==> src/rtl/skst_pkg.sv <==
`default_nettype none
package skst_pkg;

	// fixed field widths
	localparam int KEY_W = 32;
	localparam int POS_W = 5;
	localparam int CNT_OUT_W = 5;

	// default table depth
	localparam int CAPACITY_DEF = 16;

	// operation codes
	localparam logic [1:0] KIND_INSERT = 2'd0;
	localparam logic [1:0] KIND_DELETE = 2'd1;
	localparam logic [1:0] KIND_LOOKUP = 2'd2;
	localparam logic [1:0] KIND_CLEAR  = 2'd3;

	// result status codes
	localparam logic [1:0] STATUS_OK       = 2'd0;
	localparam logic [1:0] STATUS_DUP      = 2'd1;
	localparam logic [1:0] STATUS_NOTFOUND = 2'd2;
	localparam logic [1:0] STATUS_FULL     = 2'd3;

	// request beat
	typedef struct packed {
		logic [1:0]              kind;
		logic signed [KEY_W-1:0] key;
	} req_t;

	// result beat
	typedef struct packed {
		logic [1:0]           status;
		logic                 found;
		logic [POS_W-1:0]     position;
		logic [CNT_OUT_W-1:0] count;
	} rsp_t;

	// controller to datapath commands
	typedef struct packed {
		logic load;
		logic compare;
		logic execute;
	} cmd_t;

endpackage
`default_nettype wire

==> src/rtl/skst_ctrl.sv <==
`default_nettype none
module skst_ctrl (
	input  wire logic          clk,
	input  wire logic          arst_n,
	input  wire logic          start,
	output logic               busy,
	output logic               done,
	output skst_pkg::cmd_t     cmd
);
	import skst_pkg::*;

	localparam logic [1:0] ST_IDLE = 2'd0;
	localparam logic [1:0] ST_CMP  = 2'd1;
	localparam logic [1:0] ST_EXE  = 2'd2;

	logic [1:0] state_q;
	logic [1:0] state_nxt;
	logic       accept;
	logic       done_q;

	// a new beat may enter while the previous one executes
	assign busy   = (state_q == ST_CMP);
	assign accept = start && !busy;

	assign cmd.load    = accept;
	assign cmd.compare = (state_q == ST_CMP);
	assign cmd.execute = (state_q == ST_EXE);
	assign done        = done_q;

	// next state
	always_comb begin
		state_nxt = state_q;
		case (state_q)
			ST_IDLE: begin
				if (accept) state_nxt = ST_CMP;
			end
			ST_CMP: begin
				state_nxt = ST_EXE;
			end
			ST_EXE: begin
				state_nxt = accept ? ST_CMP : ST_IDLE;
			end
			default: begin
				state_nxt = ST_IDLE;
			end
		endcase
	end

	// state and result strobe
	always_ff @(posedge clk or negedge arst_n) begin
		if (!arst_n) begin
			state_q <= ST_IDLE;
			done_q  <= 1'b0;
		end else begin
			state_q <= state_nxt;
			done_q  <= cmd.execute;
		end
	end

endmodule
`default_nettype wire

==> src/rtl/skst_dp.sv <==
`default_nettype none
module skst_dp #(
	parameter int CAPACITY = skst_pkg::CAPACITY_DEF
) (
	input  wire logic           clk,
	input  wire logic           arst_n,
	input  wire skst_pkg::cmd_t cmd,
	input  wire skst_pkg::req_t req,
	output skst_pkg::rsp_t      rsp
);
	import skst_pkg::*;

	localparam int CNT_W = $clog2(CAPACITY + 1);

	logic signed [KEY_W-1:0] cell_q [CAPACITY];
	logic [CNT_W-1:0]        cnt_q;
	logic [1:0]              kind_q;
	logic signed [KEY_W-1:0] key_q;
	logic [CAPACITY-1:0]     lt_s1;
	logic [CAPACITY-1:0]     eq_s1;
	rsp_t                    rsp_q;
	rsp_t                    rsp_nxt;

	logic [CAPACITY-1:0] bound;
	logic [CNT_W-1:0]    rank;
	logic                hit;
	logic                full;
	logic                do_ins;
	logic                do_del;

	// capture the request beat
	always_ff @(posedge clk) begin
		if (cmd.load) begin
			kind_q <= req.kind;
			key_q  <= req.key;
		end
	end

	// per-cell compare against the key
	always_ff @(posedge clk) begin
		if (cmd.compare) begin
			for (int i = 0; i < CAPACITY; i++) begin
				lt_s1[i] <= (cnt_q > CNT_W'(i)) && (cell_q[i] < key_q);
				eq_s1[i] <= (cnt_q > CNT_W'(i)) && (cell_q[i] == key_q);
			end
		end
	end

	// rank from the thermometer of smaller keys
	always_comb begin
		rank = CNT_W'(CAPACITY);
		for (int i = 0; i < CAPACITY; i++) begin
			bound[i] = !lt_s1[i] && ((i == 0) ? 1'b1 : lt_s1[(i == 0) ? 0 : i - 1]);
		end
		for (int i = 0; i < CAPACITY; i++) begin
			if (bound[i]) rank = CNT_W'(i);
		end
	end

	assign hit    = |eq_s1;
	assign full   = (cnt_q == CNT_W'(CAPACITY));
	assign do_ins = cmd.execute && (kind_q == KIND_INSERT) && !hit && !full;
	assign do_del = cmd.execute && (kind_q == KIND_DELETE) && hit;

	// cells: shift up on insert, shift down on delete
	for (genvar g = 0; g < CAPACITY; g++) begin : g_cell
		always_ff @(posedge clk) begin
			if (do_ins && !lt_s1[g]) begin
				if (g == 0) begin
					cell_q[g] <= key_q;
				end else if (lt_s1[(g == 0) ? 0 : g - 1]) begin
					cell_q[g] <= key_q;
				end else begin
					cell_q[g] <= cell_q[(g == 0) ? 0 : g - 1];
				end
			end else if (do_del && !lt_s1[g] && (g < CAPACITY - 1)) begin
				cell_q[g] <= cell_q[(g < CAPACITY - 1) ? g + 1 : g];
			end
		end
	end

	// key count
	always_ff @(posedge clk or negedge arst_n) begin
		if (!arst_n) begin
			cnt_q <= '0;
		end else if (cmd.execute) begin
			if (kind_q == KIND_CLEAR) cnt_q <= '0;
			else if (do_ins)           cnt_q <= cnt_q + CNT_W'(1);
			else if (do_del)           cnt_q <= cnt_q - CNT_W'(1);
		end
	end

	// result fields for the executing beat
	always_comb begin
		rsp_nxt.status   = STATUS_OK;
		rsp_nxt.found    = hit;
		rsp_nxt.position = POS_W'(rank);
		rsp_nxt.count    = CNT_OUT_W'(cnt_q);
		case (kind_q)
			KIND_INSERT: begin
				rsp_nxt.count = CNT_OUT_W'(cnt_q + CNT_W'(do_ins));
				if (hit)       rsp_nxt.status = STATUS_DUP;
				else if (full) rsp_nxt.status = STATUS_FULL;
			end
			KIND_DELETE: begin
				rsp_nxt.count = CNT_OUT_W'(cnt_q - CNT_W'(do_del));
				if (!hit) rsp_nxt.status = STATUS_NOTFOUND;
			end
			KIND_LOOKUP: begin
				if (!hit) rsp_nxt.status = STATUS_NOTFOUND;
			end
			default: begin
				rsp_nxt.count    = '0;
				rsp_nxt.found    = 1'b0;
				rsp_nxt.position = '0;
			end
		endcase
	end

	// result register
	always_ff @(posedge clk) begin
		if (cmd.execute) begin
			rsp_q <= rsp_nxt;
		end
	end

	assign rsp = rsp_q;

endmodule
`default_nettype wire

==> src/rtl/sorted_key_set_table.sv <==
`default_nettype none
// Sorted set of up to CAPACITY distinct signed 32-bit keys. Raise start with a
// request beat (insert, delete, lookup or clear); it is taken when busy is low.
// Every request gives exactly one result beat on rsp, marked by done for one
// cycle, after the request has passed the compare and execute states; the result
// cannot be held off, so capture it when done is high. A new request may be taken
// while the previous one executes: the compare state checks the key against all
// stored cells at once, the execute state shifts the cells and updates the count.
// No clearing is needed after reset; the table starts empty.
module sorted_key_set_table #(
	parameter int CAPACITY = skst_pkg::CAPACITY_DEF
) (
	input  wire logic           clk,
	input  wire logic           arst_n,
	input  wire logic           start,
	output logic                busy,
	input  wire skst_pkg::req_t req,
	output logic                done,
	output skst_pkg::rsp_t      rsp
);
	import skst_pkg::*;

	cmd_t cmd;

	// sequencing
	skst_ctrl u_ctrl (
		.clk    (clk),
		.arst_n (arst_n),
		.start  (start),
		.busy   (busy),
		.done   (done),
		.cmd    (cmd)
	);

	// key cells and result
	skst_dp #(
		.CAPACITY (CAPACITY)
	) u_dp (
		.clk    (clk),
		.arst_n (arst_n),
		.cmd    (cmd),
		.req    (req),
		.rsp    (rsp)
	);

endmodule
`default_nettype wire

==> config.mk <==
export PLATFORM = sky130hd
export DESIGN_NAME = sorted_key_set_table
export DESIGN_NICKNAME = d
export VERILOG_FILES = /design/src/rtl/skst_pkg.sv /design/src/rtl/skst_ctrl.sv /design/src/rtl/skst_dp.sv /design/src/rtl/sorted_key_set_table.sv
export SDC_FILE = /design/constraint.sdc
export NUM_CORES = 2
export LEC_CHECK = 0
export ABC_CLOCK_PERIOD_IN_PS = 5090
export BUFFER_PORTS_ARGS = -buffer_cell sky130_fd_sc_hd__clkbuf_2
export CAP_MARGIN = 20
export CORE_ASPECT_RATIO = 1.5
export CORE_MARGIN = 3
export CORE_UTILIZATION = 38
export DETAILED_ROUTE_END_ITERATION = 6
export GPL_ROUTABILITY_DRIVEN = 0
export PLACE_DENSITY_LB_ADDON = 0.2
export SETUP_SLACK_MARGIN = 0.02
export SYNTH_ARGS = -nofsm -noshare
export SYNTH_HDL_FRONTEND = slang
export SYNTH_HIERARCHICAL = 1
export SYNTH_SLANG_ARGS = --single-unit
export TNS_END_PERCENT = 30
==> constraint.sdc <==
create_clock -name clk -period 5.09 [get_ports clk]
set_input_delay 0.509 -clock clk [delete_from_list [all_inputs] [get_ports clk]]
set_output_delay 0.509 -clock clk [all_outputs]
set_load 0.05 [all_outputs]
==> metrics.txt <==
CTS Buf Count=68; number of placement rows=146; share of the synthesized area in the top cell type=43.36%; status=completed; met2 WL=70.07 mm; full die area=0.1118 mm2; sw power=about 0.0031 W; buffers added on ports=51; most frequent cell after synthesis=edfxtp_1; WHS Path Cells=1; Detailed Routing Iterations Pass 1=5; post-DP HPWL=~100 mm; Data required, critical path=5.44 ns; CTS tree=yes; top post-synthesis cells by area=edfxtp_1 (43%), ha_1 (16%), mux2i_1 (11%); Setup crit end kind=flop; DIE HEIGHT=408.0 um; antenna violations before repair=1; fillers=10340; number of max-cap violations=0; vias in the first global route=31480; core area=0.1063 mm2; storage element area=0.01795 mm2; pwr/cell area=259.5 mW/mm2; total track usage=22.92%; Switching Fraction=26.33%; PostCTS Resize Cnt=0; Syn Area/Cell=10.68 um2; synth unique cells=76; post-synth top area cell=edfxtp_1; Leak=16.82 nW; Initial Util=approximately 38%; maximum vdd drop=254.5 uV; reg2reg path depth=13; reg2reg setup slack=0.78 ns; Setup WS post-layout=a little under 0.8 ns; clock slew at reported path FFs=roughly 0.060 ns; crit path time final=4.306 ns; Critical Path AT=approximately 4.7 ns; final wirelength=128.8 mm; number of synthesized flops with an enable pin=591; Fin. Hold Viols=0; routed vias/inst=5.716; # Post-CTS Setup Buffers=0; DR top layer=met4; final setup TNS=0 ns; clk sinks=599; worst slack at placement=0.7939 ns; Crit Path Max Fanout=8; Worst Skew=between 0.02 and 0.025 ns; met3 wire len=4.073 mm; sequential fraction of the synthesis area=~44%; prevailing post-synth register cell=edfxtp_1; FF-to-FF Start=u_dp/eq_s1[9]; synthesized area=just over 0.04 mm2; area occupied by multi-input gates=between 0.02 and 0.025 mm2; Final setup viols=0; M1 WL=49.42 mm; IO Pins=52; Startpoint Class=flop; sequential power share=48.5%; Syn-to-layout area delta=10.30%; largest net degree at the start of global routing=65; Gate power share=11.8%; unrepaired setup endpoints after global routing=false; post-route ant nets=0; slew margin rel.=a little under a third; Final Max Tran Viols=0; worst r2r dst=u_dp/rsp[4]; layout cells sized above 1=8.982%; WL/cell=24.18 um; FF+latch count, synth=599; drt initial violations=2121; die width=274.0 um; Post-synth top cells=edfxtp_1 (591), ha_1 (527), nand2_1 (502), mux2i_1 (453), a21oi_1 (293); CP Class=reg -> reg; Tcrit/Tclk final=a little over four fifths; Congestion Overflow GR=0; Min-Delay Path Class=in -> reg; Skew-Pair Late Insertion Delay=0.65 ns; Final nets=4450; DRC Markers=0; net count after synthesis=~4400; Clock Power Share=39.7%; Hold Path End=u_dp/key_q[0]; Worst-Margin Slew=around 1.0 ns; Min-Delay Startpoint=req[0]; CTS Buffer Depth=3; first-pass GRT wire length=195.4 mm; Pint=0.008631 W; Vias=between 30000 and 40000; Mapped Cells=3834; CTS H-tree lvls=3; Max Fclk=0.2322 GHz; Root Buffer=clkbuf_16; synth warn=6; Async S/R FF share, synth=1.336%
-- final cells by class --
cell class	count	share of cell area (%)
antenna	1	0.005543
clock buffer	78	3.994
clock inverter	26	0.3132
inverter	70	0.5820
multi-input combinational	2966	48.54
sequential	599	39.75
tap	1406	3.897
timing repair buffer	180	2.915
-- metal layers --
| metal | up-vias | global-route usage [%] |
|---|---|---|
| met5 | - | 0 |
| met4 | 0 | 9.159 |
| met3 | 267 | 2.422 |
| met2 | 634 | 43.80 |
| met1 | 14940 | 25.58 |
| li1 | 14600 | - |
-- worst max-delay path, cell delays in order (launching register included) --
cell       delay (ns)
edfxtp_1         0.36
or4_1            0.56
or4_1            0.72
or3_1            0.42
or2_0            0.40
nand2_1          0.13
ha_1             0.15
inv_1            0.06
fa_1             0.39
a21o_1           0.20
a21oi_1          0.27
nor4_1           0.09
mux2i_1          0.15
o2111ai_1        0.12
-- worst max-delay path by stage --
stage,start,to,cells past startpoint
2_1_floorplan,u_dp/eq_s1[9],u_dp/cell_q[0][0],10
3_3_place_gp,u_dp/eq_s1[9],u_dp/rsp[4],13
3_5_place_dp,u_dp/eq_s1[9],u_dp/rsp[4],13
4_1_cts,u_dp/eq_s1[9],u_dp/rsp[4],13
5_1_grt,u_dp/eq_s1[9],u_dp/rsp[4],13
6_report,u_dp/eq_s1[9],u_dp/rsp[4],13
-- metrics by stage --
step                total power, W  util (%)  std cells  hold WS (ns)  area [um2]
floorplan                 0.006641         -       3834        0.2134       40930
global placement          0.007128     40.47       5209        0.3727       43030
detailed placement        0.007163     40.49       5210        0.3723       43050
CTS                        0.01184     42.39       5321     0.0006162       45060
global route               0.01218     42.46       5325       0.02934       45140
finish                     0.01172     42.46       5326       0.04741       45150
-- cells by family after synthesis --
group	after synthesis	share of synthesized area [%]
fa+ha+maj	528	16.16
mux	493	12.44
simple gates	1026	11.84
flops	599	43.85
compound gates	917	12.57
xor+xnor	2	0.04280
buf+inv	269	3.112
-- placed cells by master, fill, tap and decap left out, types with 38 or more instances in the layout --
master,synthesis,final
a21oi_1,293,293
mux2i_1,453,453
clkbuf_2,0,51
edfxtp_1,591,591
nand3_1,51,51
nor2_1,187,159
buf_4,5,116
ha_1,527,527
nor2b_1,38,38
clkbuf_16,0,71
a21o_1,54,54
o21ai_0,159,159
o21ai_1,278,278
nand2_1,502,502
nand4_1,81,81
inv_1,69,69
-- power groups by stage --
stage | Combinational, W | Clock, W | Sequential, W
floorplan | 0.000906 | 0 | 0.00574
global placement | 0.00134 | 0 | 0.00579
detailed placement | 0.00137 | 0 | 0.00579
CTS | 0.00139 | 0.00477 | 0.00568
global route | 0.00156 | 0.00493 | 0.00569
finish | 0.00139 | 0.00465 | 0.00568
-- flip-flops by register name, summed over array words and instances (netlist names) --
register / cells
u_dp/cell_q: 512
u_dp/key_q: 32
u_dp/eq_s1: 16
u_dp/lt_s1: 16
u_dp/rsp: 13
u_dp/cnt_q: 5
u_ctrl/state_q: 2
u_dp/kind_q: 2
u_ctrl/done: 1
-- repair_timing --
item | 4_1_cts | 5_1_grt
endpoints found under the setup margin | 0 | 0
endpoints found under the hold margin | 14 | 0
hold buffers | 7 | 0
Note: power is estimated with default switching activity, not from simulation.
